<file path="config.mk">
export PLATFORM = sky130hd
export DESIGN_NAME = twmv_fifo
export DESIGN_NICKNAME = d
export VERILOG_FILES = /design/src/rtl/core/twmv_fifo.sv
export SDC_FILE = /design/constraint.sdc
export NUM_CORES = 1
export LEC_CHECK = 0
export BUFFER_PORTS_ARGS = -buffer_cell sky130_fd_sc_hd__buf_2
export CORE_UTILIZATION = 36
export DETAILED_ROUTE_END_ITERATION = 6
export PLACE_DENSITY = 0.69
export SYNTH_ARGS = -nofsm -noshare
export SYNTH_HDL_FRONTEND = slang
export SYNTH_SLANG_ARGS = --single-unit
</file>
<file path="constraint.sdc">
create_clock -name clk_i -period 14.4 [get_ports clk_i]
set_clock_uncertainty 0.05 [all_clocks]
set_input_delay 1.44 -clock clk_i [delete_from_list [all_inputs] [get_ports clk_i]]
set_output_delay 1.44 -clock clk_i [all_outputs]
set_load 0.02 [all_outputs]
</file>
<file path="src/rtl/core/twmv_fifo.sv">
// short job queue between the front and the back part
`timescale 1ns / 1ps

module twmv_fifo #(
  parameter int DATA_W = 100,
  parameter int DEPTH  = 2,
  localparam int PTR_W = $clog2(DEPTH),
  localparam int CNT_W = $clog2(DEPTH + 1)
) (
  input  logic              clk_i,
  input  logic              rst_ni,
  input  logic              push_i,
  input  logic [DATA_W-1:0] data_i,
  output logic              full_o,
  input  logic              pop_i,
  output logic              valid_o,
  output logic [DATA_W-1:0] data_o
);

  logic [DATA_W-1:0] entry_q [DEPTH];
  logic [PTR_W-1:0]  wr_ptr_q, rd_ptr_q;
  logic [CNT_W-1:0]  count_q;
  logic              do_push, do_pop;

  // status
  assign full_o  = (count_q == CNT_W'(DEPTH));
  assign valid_o = (count_q != '0);
  assign data_o  = entry_q[rd_ptr_q];
  assign do_push = push_i && !full_o;
  assign do_pop  = pop_i && valid_o;

  // pointers and fill level
  always_ff @(posedge clk_i or negedge rst_ni) begin
    if (!rst_ni) begin
      wr_ptr_q <= '0;
      rd_ptr_q <= '0;
      count_q  <= '0;
    end else begin
      if (do_push) begin
        wr_ptr_q <= (wr_ptr_q == PTR_W'(DEPTH - 1)) ? '0 : wr_ptr_q + 1'b1;
      end
      if (do_pop) begin
        rd_ptr_q <= (rd_ptr_q == PTR_W'(DEPTH - 1)) ? '0 : rd_ptr_q + 1'b1;
      end
      if (do_push && !do_pop) begin
        count_q <= count_q + 1'b1;
      end else if (do_pop && !do_push) begin
        count_q <= count_q - 1'b1;
      end
    end
  end

  // entry storage
  always_ff @(posedge clk_i) begin
    if (do_push) begin
      entry_q[wr_ptr_q] <= data_i;
    end
  end

endmodule

</file>
**After elaboration in Yosys (flattened, before gate mapping)**

Memory sizes are Yosys's and may differ from the RTL's.
Index checks and enable logic that the tools add are counted.

- Reductions and logical operators: 9
- Add/subtract/negate cells: 4
- Multiplexer cells: 6
- Equality and inequality tests: 1

Operators with widths:

| operator | count |
|---|---|
| 1-bit logical AND | 4 |
| 1-bit two-way mux | 4 |
| 2-bit two-way mux | 2 |
| 2-bit nonzero test | 2 |
| 1-bit zero test | 3 |
| 1-bit adder, second input constant | 2 |
| 2-bit by 1-bit adder with 2-bit output, second input constant | 1 |
| 2-bit == test, second input constant | 1 |
| 2-bit by 1-bit subtractor with 2-bit output, second input constant | 1 |

- Memories: 1
- Output and inout bits: 102
- Memory bits (writable): 200
- Bits of input ports: 104
- Register bits after elaboration: 4

Memories:

| memory | words | width | rd ports | clocked after Yosys merged registers in | write ports | RTL line | text |
|---|---|---|---|---|---|---|---|
| entry_q | 2 | 100 | 1 | 0 | 1 | 20 | `logic [DATA_W-1:0] entry_q [DEPTH];` |

**Logic depth before layout (Yosys ltp)**

- Word-level depth: 7
- Mapped depth: 7

**Worst setup path after synthesis**

OpenSTA, ideal clock, no wires.

- Kind: input to register
- Start point: input port push_i
- End point: memory entry_q[0][0], enable pin
- Cell stages on the path: 2
- Setup time: 559 ps
- Buffers on the path: 0
- Arrival time: 5691 ps
- Data required time: 13791 ps
- Slack: 8099 ps
- Cells stage by stage: nand2_1 -> nor2_1

- Word-level cells in the longest chain between the ends: 3

RTL lines:

| element | RTL line | text |
|---|---|---|
| from (decl) | 12 | `input logic push_i,` |
| 1-bit logical AND | 29 | `assign do_push = push_i && !full_o;` |
| 1-bit two-way mux | 55 | `if (do_push) begin` |
| 1-bit two-way mux (implied by the code) | 56 | `entry_q[wr_ptr_q] <= data_i;` |
| to (decl) | 20 |  |

Every way passes these cells.

**Final worst setup path**

- Start point: register rd_ptr_q
- End point: output port data_o[75]

- Word-level cells in the longest chain between the ends: 1

RTL lines:

| element | RTL line | text |
|---|---|---|
| from (decl) | 21 | `logic [PTR_W-1:0] wr_ptr_q, rd_ptr_q;` |
| from (signal assigned) | 43 | `rd_ptr_q <= (rd_ptr_q == PTR_W'(DEPTH - 1)) ? '0 : rd_ptr_q + 1'b1;` |
| memory read 2 x 100 bit | - |  |
| to (decl) | 17 | `output logic [DATA_W-1:0] data_o` |

Every way passes these cells.

==> impl_metrics.ini <==
[clocking]
cts.clk_slew.worst_paths_ns = 0.06
cts_root_buf = clkbuf_16
postCtsSetupBuffers = 0
cts_max_level = 1
tritoncts = done
cts_hold_buf = 0
clk_latency_ns = 0.49
numClockSinks = 204
cts.path.max_buffers = 3
cts_buffers = 22
cts_resized = 0

[layout]
drive_gt1_frac = 0.604
syn_to_final_growth_pct = 24.0
n_antenna_cell = 0
nets = 657

[global_route]
grt_pass1_vias = 4062
grt_max_degree = 58
antenna_found_initial = 0
overflow = 0
grt_usage = 0.121
grt_pass1_wl_um = 20900

[setup_path]
cpMaxStageDelayCell = dfrtp_4
arrival_ns = 2.97
crit_type = flop to output port
crit_required_ns = 12.91
critPathMaxFanout = 55
cp-start-kind = flop
critPathMaxStageDelay_ns = 0.99
crit_path_end_kind = output port
crit_chain = buf_4 -> mux2_2 -> buf_2

[die]
initial_utilization = 0.371
fp.dieH_um = 150
chipWidth_um = 150
core_mm2 = 0.0212
rows = 53
io_pins = 206
dieArea_mm2 = 0.0224

[timing]
setup-tns-final_ns = 0
worst_pin_slew_ns = 0.990
fin_crit_ns = 4.46
max_slew_margin = 0.340
rsz0062_at_grt = false
final_hold_viol_count = 0
slew_viol_final = 0
finalSetupViolCount = 0
fmax_ghz = 0.224
fin_crit_sh = 0.310

[placed_design]
io_buffers = 205
place_hpwl_um = 9130
place_congestion = 0.661

[run]
maxCapViolCount = 0

[route]
route.detailed.drc = 0
num_vias = 3709
ant_nets = 0
routedWlPerCell_um = 16.5
drtPass1Iterations = 5
initialDrtViolationCount = 150
vias_per_cell = 4.41
wl_um = 13900

[synth]
yosys-top-cells-count = edfxtp_1 (200), mux2_4 (90), mux2_2 (10), buf_12 (9), dfrtp_1 (4)
yosysMostFrequentCell = edfxtp_1
synth.avg_cell_area_um2 = 23.8
synth-seq-cells = 204
ys_types = 16
synth_top_cell_by_area = edfxtp_1
synth.area.top_cells = edfxtp_1 (76%), mux2_4 (17%), buf_12 (2.3%)
synth_edf_count = 200
yosysTopAreaCellShare = 0.764
synth_ff_type = edfxtp_1
ys_seq_area_frac = 0.776
netlist_area_mm2 = 0.00786
syn_inst = 330
synth-async-reset-ratio = 0.0196
yosysWarnings = 0
syn_nets = 435

[pwr]
p_total_mw = 2.10
p_leak_nw = 3.90
peakVddDrop_mv = 0.104
powerDensity_mw_per_mm2 = 216

[run_status]
status = finished clean

[worst_hold_path]
hold_class = flop to flop
[worst paths after layout]
check / to / cells after the start / slack (ns) / from
worst max-delay path: data_o[75] / 3 / 9.94 / rd_ptr_q$_DFFE_PN0P_
worst max register to register: entry_q[1][16]$_DFFE_PP_ / 3 / 11.96 / count_q[0]$_DFFE_PN0P_
worst min register to register: count_q[1]$_DFFE_PN0P_ / 1 / 0.45 / count_q[1]$_DFFE_PN0P_
max in group asynchronous: rd_ptr_q$_DFFE_PN0P_ / 1 / 13.45 / rst_ni
worst min-delay path: count_q[1]$_DFFE_PN0P_ / 1 / 0.45 / count_q[1]$_DFFE_PN0P_
min in group asynchronous: count_q[1]$_DFFE_PN0P_ / 1 / 0.70 / rst_ni
[through the flow]
step / std cells / utilization / hold slack (ns) / area [um^2] / worst slack (ns)
global route: 841 / 0.459 / 0.471 / 9750 / 9.77
finish: 841 / 0.459 / 0.453 / 9750 / 9.94
floorplan: 330 / - / 0.406 / 7860 / 8.10
CTS: 841 / 0.459 / 0.449 / 9750 / 9.81
detailed placement: 803 / 0.428 / 0.441 / 9080 / 10.35
global placement: 803 / 0.428 / 0.422 / 9080 / 10.38
[layout by cell type, fill, tap and decap left out, drive strengths merged, types with 2 or more instances in the layout]
cell type and count:
xor2 2, buf 209, clkbuf 27, nand2 2
xnor2 3, nor2 2, edfxtp 200, dfrtp 4
clkinv 10, mux2 100, inv 2
[cells by family (layout without fill, tap and decap cells)]
kind of cell / after synthesis / after routing / synth area share
flip-flops: 204 / 204 / 0.776
multiplexers: 100 / 100 / 0.186
buffers and inverters: 13 / 249 / 0.0259
AND/OR/NAND/NOR: 7 / 7 / 0.00430
XOR/XNOR: 5 / 5 / 0.00557
adder cells (fa/ha/maj): 1 / 1 / 0.00159
[power breakdown]
part	internal, mW	switching (mW)	leakage, nW
Sequential	0.814	0.0695	1.90
Clock	0.307	0.210	0.330
Combinational	0.319	0.384	1.66
[state kept, by name, summed over array words and instances (netlist names)]
register and count:
entry_q 200, rd_ptr_q 1, count_q 2, wr_ptr_q 1
[critical path: cells and delay by family (launching register included)]
| family | cells | cell delay, ns |
|---|---|---|
| flops | 1 | 0.99 |
| mux | 1 | 0.41 |
| buf+inv | 2 | 1.01 |
[routing by layer]
metal / share of wire / global-route usage / up-vias
met5: 0 / 0 / -
met4: 0.013 / 0.0354 / 0
met3: 0.067 / 0.0308 / 17
met2: 0.54 / 0.227 / 124
met1: 0.38 / 0.133 / 1816
li1: - / - / 1752
[layout make-up]
| class | count | area, um^2 |
|---|---|---|
| repair buffers | 209 | 1060 |
| inverters | 2 | 7.51 |
| clock buffers | 27 | 591 |
| well taps | 275 | 344 |
| clock inverters | 11 | 73.8 |
| flip-flops and latches | 204 | 6110 |
| fillers | 1843 | 11500 |
| multi-input cells | 113 | 1570 |
No activity file was read; power rests on OpenSTA's default activity.
