**src/rtl/core/twmv_pkg.sv**
```systemverilog
// shared types and constants of the trailing window mean and variance block
`timescale 1ns / 1ps

package twmv_pkg;

  // field widths
  localparam int SAMPLE_W    = 16;
  localparam int TIME_W      = 32;
  localparam int MEAN_W      = 24;
  localparam int VAR_W       = 38;
  localparam int FRAC_W      = 8;
  localparam int WIDTH_REG_W = 9;
  localparam int STEP_REG_W  = 16;
  localparam int CFG_DATA_W  = 16;
  localparam int CFG_IDX_W   = 1;

  // register indexes
  localparam logic [CFG_IDX_W-1:0] REG_WINDOW_WIDTH    = 1'b0;
  localparam logic [CFG_IDX_W-1:0] REG_DECIMATION_STEP = 1'b1;

  // register reset values
  localparam logic [WIDTH_REG_W-1:0] WIDTH_RESET = 9'd16;
  localparam logic [STEP_REG_W-1:0]  STEP_RESET  = 16'd1;

  // input item
  typedef struct packed {
    logic signed [SAMPLE_W-1:0] sample_value;
    logic [TIME_W-1:0]          time_stamp;
  } in_item_t;

  // result item
  typedef struct packed {
    logic [TIME_W-1:0]        time_out;
    logic signed [MEAN_W-1:0] window_mean;
    logic [VAR_W-1:0]         window_variance;
  } out_item_t;

  // configuration write
  typedef struct packed {
    logic                  we;
    logic [CFG_IDX_W-1:0]  index;
    logic [CFG_DATA_W-1:0] data;
  } cfg_wr_t;

  // front sequencer states
  typedef enum logic [1:0] {
    FR_IDLE,
    FR_READ,
    FR_UPDATE
  } front_state_e;

  // back sequencer states
  typedef enum logic [1:0] {
    BK_IDLE,
    BK_MUL,
    BK_START,
    BK_DIV
  } back_state_e;

endpackage

```
**src/rtl/core/twmv_div.sv**
```systemverilog
// serial restoring divider, one quotient bit per cycle
`timescale 1ns / 1ps

module twmv_div #(
  parameter int DIVIDEND_W = 56,
  parameter int DIVISOR_W  = 18,
  parameter int QUOT_W     = 38,
  localparam int CNT_W = $clog2(QUOT_W + 1),
  localparam int PAD_W = (DIVIDEND_W > QUOT_W + DIVISOR_W) ? DIVIDEND_W : QUOT_W + DIVISOR_W
) (
  input  logic                  clk_i,
  input  logic                  rst_ni,
  input  logic                  start_i,
  input  logic [DIVIDEND_W-1:0] dividend_i,
  input  logic [DIVISOR_W-1:0]  divisor_i,
  output logic                  busy_o,
  output logic [QUOT_W-1:0]     quotient_o
);

  logic                 busy_q;
  logic [CNT_W-1:0]     cnt_q;
  logic [DIVISOR_W-1:0] rem_q, rem_d, div_q;
  logic [QUOT_W-1:0]    lo_q, lo_d;
  logic [DIVISOR_W:0]   trial, diff;
  logic [PAD_W-1:0]     ext;
  logic                 ge;

  // the upper part of the dividend is below the divisor since the quotient fits
  assign ext = PAD_W'(dividend_i);

  // one restoring step
  assign trial = {rem_q, lo_q[QUOT_W-1]};
  assign diff  = trial - {1'b0, div_q};
  assign ge    = (trial >= {1'b0, div_q});
  assign rem_d = ge ? diff[DIVISOR_W-1:0] : trial[DIVISOR_W-1:0];
  assign lo_d  = {lo_q[QUOT_W-2:0], ge};

  assign busy_o     = busy_q;
  assign quotient_o = lo_q;

  // iteration control
  always_ff @(posedge clk_i or negedge rst_ni) begin
    if (!rst_ni) begin
      busy_q <= 1'b0;
      cnt_q  <= '0;
    end else if (start_i) begin
      busy_q <= 1'b1;
      cnt_q  <= CNT_W'(QUOT_W);
    end else if (busy_q) begin
      cnt_q <= cnt_q - 1'b1;
      if (cnt_q == CNT_W'(1)) begin
        busy_q <= 1'b0;
      end
    end
  end

  // remainder and quotient shift register
  always_ff @(posedge clk_i) begin
    if (start_i) begin
      rem_q <= DIVISOR_W'(ext >> QUOT_W);
      lo_q  <= ext[QUOT_W-1:0];
      div_q <= divisor_i;
    end else if (busy_q) begin
      rem_q <= rem_d;
      lo_q  <= lo_d;
    end
  end

  a_rem_below_divisor: assert property (@(posedge clk_i) disable iff (!rst_ni)
    busy_q |-> (rem_q < div_q))
    else $error("partial remainder not below divisor");

  a_start_busy: assert property (@(posedge clk_i) disable iff (!rst_ni)
    start_i |=> busy_q && (cnt_q == CNT_W'(QUOT_W)))
    else $error("divider did not start");

  a_last_step: assert property (@(posedge clk_i) disable iff (!rst_ni)
    (busy_q && !start_i && (cnt_q == CNT_W'(1))) |=> !busy_q)
    else $error("divider ran past its last step");

endmodule

```
**src/rtl/core/twmv_back.sv**
```systemverilog
// back part: products, two serial divisions and the result register
`timescale 1ns / 1ps

module twmv_back
  import twmv_pkg::*;
#(
  parameter int MAX_WINDOW = 256,
  localparam int AW       = $clog2(MAX_WINDOW),
  localparam int CW       = $clog2(MAX_WINDOW + 1),
  localparam int SUM_W    = 17 + AW,
  localparam int SQ_W     = 31 + AW,
  localparam int SPREAD_W = CW + SQ_W,
  localparam int JOB_W    = TIME_W + SUM_W + SQ_W + CW
) (
  input  logic             clk_i,
  input  logic             rst_ni,
  input  logic             job_valid_i,
  input  logic [JOB_W-1:0] job_i,
  output logic             job_pop_o,
  output logic             out_valid_o,
  input  logic             out_stall_i,
  output out_item_t        out_item_o
);

  typedef struct packed {
    logic [TIME_W-1:0]       time_stamp;
    logic signed [SUM_W-1:0] sum;
    logic [SQ_W-1:0]         sq_sum;
    logic [CW-1:0]           count;
  } job_t;

  back_state_e state_q, state_d;
  job_t        job;

  logic [TIME_W-1:0]     time_q;
  logic                  neg_q;
  logic [SUM_W-1:0]      sum_abs, sum_abs_q;
  logic [SQ_W-1:0]       sq_q;
  logic [CW-1:0]         n_q;
  logic [SPREAD_W-1:0]   prod_q, spread;
  logic [2*SUM_W-1:0]    sum2_q;
  logic [2*CW-1:0]       nn_q;

  logic                  div_start, div_done, out_load;
  logic                  mean_busy, var_busy;
  logic [VAR_W-1:0]      mean_quot, var_quot;
  logic [MEAN_W-1:0]     mean_mag, mean_val;

  logic                  out_valid_q;
  out_item_t             out_item_q;

  assign job     = job_i;
  assign sum_abs = job.sum[SUM_W-1] ? SUM_W'(-job.sum) : SUM_W'(job.sum);

  // n*sumsq - sum^2 never goes negative
  assign spread   = prod_q - SPREAD_W'(sum2_q);
  assign div_done = !mean_busy && !var_busy;

  // next state
  always_comb begin
    state_d = state_q;
    unique case (state_q)
      BK_IDLE:  if (job_valid_i) state_d = BK_MUL;
      BK_MUL:   state_d = BK_START;
      BK_START: state_d = BK_DIV;
      BK_DIV:   if (div_done && (!out_valid_q || !out_stall_i)) state_d = BK_IDLE;
    endcase
  end

  // sequencer outputs
  always_comb begin
    job_pop_o = 1'b0;
    div_start = 1'b0;
    out_load  = 1'b0;
    unique case (state_q)
      BK_IDLE:  job_pop_o = job_valid_i;
      BK_MUL:   job_pop_o = 1'b0;
      BK_START: div_start = 1'b1;
      BK_DIV:   out_load  = div_done && (!out_valid_q || !out_stall_i);
    endcase
  end

  // mean: |sum| * 256 / n
  twmv_div #(
    .DIVIDEND_W (SUM_W + FRAC_W),
    .DIVISOR_W  (CW),
    .QUOT_W     (VAR_W)
  ) u_mean_div (
    .clk_i      (clk_i),
    .rst_ni     (rst_ni),
    .start_i    (div_start),
    .dividend_i ({sum_abs_q, {FRAC_W{1'b0}}}),
    .divisor_i  (n_q),
    .busy_o     (mean_busy),
    .quotient_o (mean_quot)
  );

  // variance: spread * 256 / n^2
  twmv_div #(
    .DIVIDEND_W (SPREAD_W + FRAC_W),
    .DIVISOR_W  (2 * CW),
    .QUOT_W     (VAR_W)
  ) u_var_div (
    .clk_i      (clk_i),
    .rst_ni     (rst_ni),
    .start_i    (div_start),
    .dividend_i ({spread, {FRAC_W{1'b0}}}),
    .divisor_i  (nn_q),
    .busy_o     (var_busy),
    .quotient_o (var_quot)
  );

  // mean truncated toward zero
  assign mean_mag = mean_quot[MEAN_W-1:0];
  assign mean_val = neg_q ? (~mean_mag + 1'b1) : mean_mag;

  // job operands and products
  always_ff @(posedge clk_i) begin
    if (job_pop_o) begin
      time_q    <= job.time_stamp;
      neg_q     <= job.sum[SUM_W-1];
      sum_abs_q <= sum_abs;
      sq_q      <= job.sq_sum;
      n_q       <= job.count;
    end
    if (state_q == BK_MUL) begin
      prod_q <= SPREAD_W'(n_q) * SPREAD_W'(sq_q);
      sum2_q <= (2 * SUM_W)'(sum_abs_q) * (2 * SUM_W)'(sum_abs_q);
      nn_q   <= (2 * CW)'(n_q) * (2 * CW)'(n_q);
    end
    if (out_load) begin
      out_item_q.time_out        <= time_q;
      out_item_q.window_mean     <= $signed(mean_val);
      out_item_q.window_variance <= var_quot;
    end
  end

  // control state and result valid
  always_ff @(posedge clk_i or negedge rst_ni) begin
    if (!rst_ni) begin
      state_q     <= BK_IDLE;
      out_valid_q <= 1'b0;
    end else begin
      state_q <= state_d;
      if (out_load) begin
        out_valid_q <= 1'b1;
      end else if (!out_stall_i) begin
        out_valid_q <= 1'b0;
      end
    end
  end

  assign out_valid_o = out_valid_q;
  assign out_item_o  = out_item_q;

endmodule

```
**config.mk**
```make
export PLATFORM = sky130hd
export DESIGN_NAME = twmv_back
export DESIGN_NICKNAME = d
export VERILOG_FILES = /design/src/rtl/core/twmv_pkg.sv /design/src/rtl/core/twmv_div.sv /design/src/rtl/core/twmv_back.sv
export SDC_FILE = /design/constraint.sdc
export NUM_CORES = 2
export LEC_CHECK = 0
export BUFFER_PORTS_ARGS = -buffer_cell sky130_fd_sc_hd__buf_2
export CAP_MARGIN = 20
export CORE_MARGIN = 8
export CORE_UTILIZATION = 65
export DETAILED_ROUTE_END_ITERATION = 7
export HOLD_SLACK_MARGIN = 0.08
export PLACE_DENSITY = 0.83
export SYNTH_ARGS = -nofsm -noshare
export SYNTH_HDL_FRONTEND = slang
export SYNTH_SLANG_ARGS = --single-unit
```
**constraint.sdc**
```tcl
create_clock -name clk_i -period 15.4 [get_ports clk_i]
set_input_delay 2.31 -clock clk_i [delete_from_list [all_inputs] [get_ports clk_i]]
set_output_delay 2.31 -clock clk_i [all_outputs]
set_load 0.03 [all_outputs]
```
-- Word-level counts from Yosys, hierarchy flattened
Cells that the tools add are included.
- logic and storage cells: 86
- input port bits: 109
- bits in registers: 461
- magnitude comparators: 2
- bitwise logic cells: 1
- multiplexer cells: 28
- reductions and logical operators: 11
- multipliers: 3
- eq/ne operators: 8
- $add $sub $neg: 7
- operators with widths (cell ; count):
    38-bit 2-to-1 mux ; 2
    33-bit 2-to-1 mux ; 2
    18-bit 2-to-1 mux ; 3
    25-bit by 25-bit multiplier with 48-bit output ; 1
    9-bit by 39-bit multiplier with 48-bit output ; 1
    24-bit 2-to-1 mux ; 2
    48-bit subtractor ; 1
    25-bit negator ; 1
    24-bit by 1-bit adder with 24-bit output, second input constant ; 1
    6-bit 2-to-1 mux ; 4
    24-bit NOT ; 1
    19-bit by 18-bit >= comparator with 1-bit output ; 1
    9-bit by 9-bit multiplier with 18-bit output ; 1
    18-bit subtractor ; 1
    6-bit by 1-bit equality test with 1-bit output, second input constant ; 2
    6-bit by 1-bit subtractor with 6-bit output, second input constant ; 2
    1-bit 2-to-1 mux ; 11
    10-bit by 9-bit >= comparator with 1-bit output ; 1
    9-bit 2-to-1 mux ; 1
    9-bit subtractor ; 1
    2-bit one-hot mux with 4 select lines ; 1
    2-bit equality test, second input constant ; 2
    1-bit zero test ; 4
    2-bit 2-to-1 mux ; 2
    other kinds (8) ; 11

-- Depth between registers and ports, before layout
- word-level depth: 5
- depth in mapped cells: 29
- depth with buffers taken out: 27

-- Modules after synthesis
Synthesis repeated with hierarchy kept, for this count alone.
- cells, all modules: 4874
- area, all modules: 50514.7 um^2
- by module, submodules not included (module ; cells each ; sequential area each (um^2) ; times used ; area an instance (um^2)):
    twmv_back ; 4258 ; 9444.1 ; 1 ; 42971.2
    twmv_div at u_var_div ; 380 ; 2397.3 ; 1 ; 4503.1
    twmv_div at u_mean_div ; 236 ; 1716.6 ; 1 ; 3040.4

-- Worst setup path after synthesis
OpenSTA, ideal clock, no wires.
- path kind: register to register
- start: register sum_abs_q[3]
- end: register sum2_q[41], data pin
- arrival time: 7177 ps
- setup time: 136 ps
- path buffers: 2
- clock period less this slack: 7313 ps
- stages on the path, launching flop included: 28
- path slack: 8087 ps
- cells stage by stage: edfxtp_1 clkbuf_1 clkbuf_1 nand2_1 fa_1 inv_1 fa_1 inv_1 fa_1 inv_1 fa_1 inv_1 fa_1 inv_1 fa_1 inv_1 fa_1 inv_1 ha_1 and2_1 and3_1 a221o_1 a2bb2oi_1 a21o_1 a41oi_2 a22oi_2 or4b_1 nand3_1
- cells in the longest elaborated chain, start to end: 1
- RTL lines (item ; RTL line ; source):
    start, declared ; twmv_back.sv:37 ; logic [SUM_W-1:0] sum_abs, sum_abs_q;
    start signal, assigned ; twmv_back.sv:122 ; sum_abs_q <= sum_abs;
    25-bit by 25-bit multiplier with 48-bit output ; twmv_back.sv:128 ; sum2_q <= (2 * SUM_W)'(sum_abs_q) * (2 * SUM_W)'(sum_abs_q);
    end signal, assigned ; twmv_back.sv:128 ;
    end, declared ; twmv_back.sv:41 ; logic [2*SUM_W-1:0] sum2_q;
Every way passes these cells.
A chain may end at the register's enable or synchronous reset.

-- Final worst setup path
- start: register sum_abs_q[14]
- end: register sum2_q[44], data pin
Same word-level chain as after synthesis.

==> metrics.md <==
| Metric | Value |
|---|---|
| Max clock buf depth | `3` |
| Final hold violation count | `0` |
| Setup TNS | `0 ns` |
| #FFs+latches synth | `about 460` |
| Worst path arrival time | `8.71 ns` |
| CTS resizes | `0` |
| Clock Sinks | `458` |
| Final Core Density | `0.702` |
| Cells after synthesis | `5040` |
| DP Cell Count | `6114` |
| Chip height | `between 200 and 300 microns` |
| Cell accounting for the most synthesized area | `fa_1` |
| Total Routed Length | `116 mm` |
| H-tree level count | `2` |
| DP HPWL | `89.9 mm` |
| Vias in the first global route | `37100` |
| DR iter-0 viols | `2524` |
| Worst slew margin | `0.171` |
| Cell variety after synth | `77` |
| Layout Cells excl Fill | `between 6000 and 7000` |
| Async set-or-reset flop fraction in the synthesized netlist | `0.0371` |
| CP max FO | `26` |
| Final ANT Viol Nets | `0` |
| Worst-Margin Slew | `1.24 ns` |
| Vias | `35200` |
| Fin crit share | `0.544` |
| Fmax | `119 MHz` |
| Die area | `between 0.08 and 0.09 sq mm` |
| First-pass GRT wire length | `189 mm` |
| Pre-antenna DRT Iters | `7` |
| Sequential area share after synthesis | `0.265` |
| P&R area growth vs syn | `7.32%` |
| Final nets | `6367` |
| Placer Congestion | `0.927` |
| Post-CTS setup buffer count | `0` |
| Hold WC Path Type | `reg -> reg` |
| Tmin final | `8.37 ns` |
| Startpoint types | `flip-flop` |
| Wire length per cell | `18.6 microns` |
| Via-to-Cell Ratio | `5.67` |
| CTS tree | `done` |
| Max-cap violation count | `0` |
| TritonCTS Buffers | `53` |
| Total core area | `0.0771 sq mm` |
| Setup Viol. Count Final | `0` |
| Total track usage | `0.272` |
| Worst-path clk slew | `approximately 0.070 ns` |
| Synth cell count leaders | `1087 x inv_1, 761 x fa_1, 587 x nand2_1` |
| Largest stage delay on the critical path | `1.18 ns` |
| Syn_nets | `6276` |
| Crit path kind | `reg -> reg` |
| Critical Path RT | `about 16 ns` |
| Synth Cell Area | `0.0504 sq mm` |
| RSZ-0062 raised after global routing | `no` |
| Worst Skew | `0.0573 ns` |
| Pins Over Slew Limit | `0` |
| Std cell rows | `102` |
| Crit-path slowest cell | `edfxtp_1` |
| Status | `complete, no violations` |
| Layout cells sized above 1 | `0.0705` |
| Yosys warning count | `0` |
| # IOs | `between 200 and 250` |
| Die X | `295 microns` |
| Area share of the largest cell type after synthesis | `0.302` |
| # port buffers | `204` |
| Top post-synthesis cells by area | `fa_1 30%, edfxtp_1 24%, ha_1 9.1%, inv_1 8.1%, nand2_1 4.4%` |
| Root buf cell | `clkbuf_16` |
| Most common cell in the netlist | `inv_1` |
| Starting Density | `0.654` |
| Mean post-synth cell area | `around 10 sq um` |
| Post-synth EDFFs | `about 410` |
| Hold_buf cts | `0` |
| Worst-Skew Late Latency | `0.63 ns` |
| Largest net degree at the start of global routing | `just under 80` |
| # DRC | `0` |
| Total congestion overflow | `0` |
| Predominant post-synthesis flop cell | `edfxtp_1` |
| Worst setup EP type | `flip-flop` |
| Initial antenna violation count | `7` |
==> logic make-up (layout without fill, tap and decap cells) <==
logic type,after synthesis,in the layout,synth area share
AOI/OAI and AO/OA,640,640,0.0813
xor gates and xnor gates,221,221,0.0384
adders and majority gates,1127,1127,0.393
buffers and inverters,1296,1431,0.0965
DFF,458,458,0.265
muxes,34,34,0.00685
other,0,1,0
and+or+nand+nor,1264,1264,0.119
==> cell usage in the layout, fill, tap and decap left out, types with 48 or more instances in the layout <==
cell type,netlist,routed
a21o_1,95,95
a21oi_1,187,187
and2_1,279,277
buf_2,0,204
clkbuf_16,0,54
edfxtp_1,411,411
fa_1,761,761
ha_1,366,364
inv_1,1087,1087
nand2_1,587,587
nand3_1,48,48
nor2_1,166,166
o21ai_0,155,155
xnor2_1,146,146
xor2_1,75,75
==> through the flow <==
stage	worst slack, ns	hold slack [ns]	cell area, sq um
finish	7.03	0.413	54100
global route	6.66	0.417	54100
CTS	7.14	0.410	54100
detailed placement	7.13	0.405	52300
global placement	7.36	0.400	52300
floorplan	8.09	0.400	50400
==> worst max-delay path: cells and delay by family (launching register included) <==
| kind | cells | cell delay, ns |
|---|---|---|
| AOI/OAI and AO/OA | 8 | 1.81 |
| adders and majority gates | 8 | 3.97 |
| and+or+nand+nor | 2 | 0.65 |
| DFF | 1 | 1.18 |
| buffers and inverters | 7 | 0.38 |
| xor gates and xnor gates | 1 | 0.09 |
==> metal layers <==
metal	up-vias	routed length, microns	track usage
li1	16000	-	-
met1	17500	44900	0.346
met2	1385	57000	0.462
met3	334	9020	0.0538
met4	12	4940	0.103
met5	-	94	0
==> flip-flops by register name, indices dropped and copies added (netlist names), 2 cells and up <==
signal	cells
n_q	9
out_item_o	94
sum2_q	47
u_mean_div.quotient_o	38
sum_abs_q	25
sq_q	39
u_var_div.rem_q	18
u_mean_div.div_q	9
u_var_div.cnt_q	6
time_q	32
u_mean_div.rem_q	9
prod_q	48
state_q	2
u_var_div.quotient_o	38
nn_q	17
u_var_div.div_q	17
u_mean_div.cnt_q	6
==> worst paths after layout <==
path	startpoint	end	slack, ns	cells after the start
max in group asynchronous	rst_ni	u_mean_div.cnt_q[0]	13.51	1
hold reg to reg	nn_q[13]	u_var_div.div_q[13]	0.41	0
setup / recovery	sum_abs_q[14]	sum2_q[44]	7.03	26
hold / removal	nn_q[13]	u_var_div.div_q[13]	0.41	0
min in group asynchronous	rst_ni	u_var_div.busy_o	1.60	1
setup reg to reg	sum_abs_q[14]	sum2_q[44]	7.03	26
==> cell type report <==
cell class,instances,area [sq um]
Multi-Input combinational cell,3286,32200
Clock buffer,65,1430
Tap cell,1040,1300
Clock inverter,34,359
Inverter,1088,4080
Timing Repair Buffer,244,1340
Sequential cell,458,13400
Fill cell,5561,23000
Antenna cell,1,2.50
Power is left out: the tool's default activity adds up to more than one toggle a clock period on the data nets, which glitch-free logic cannot reach.
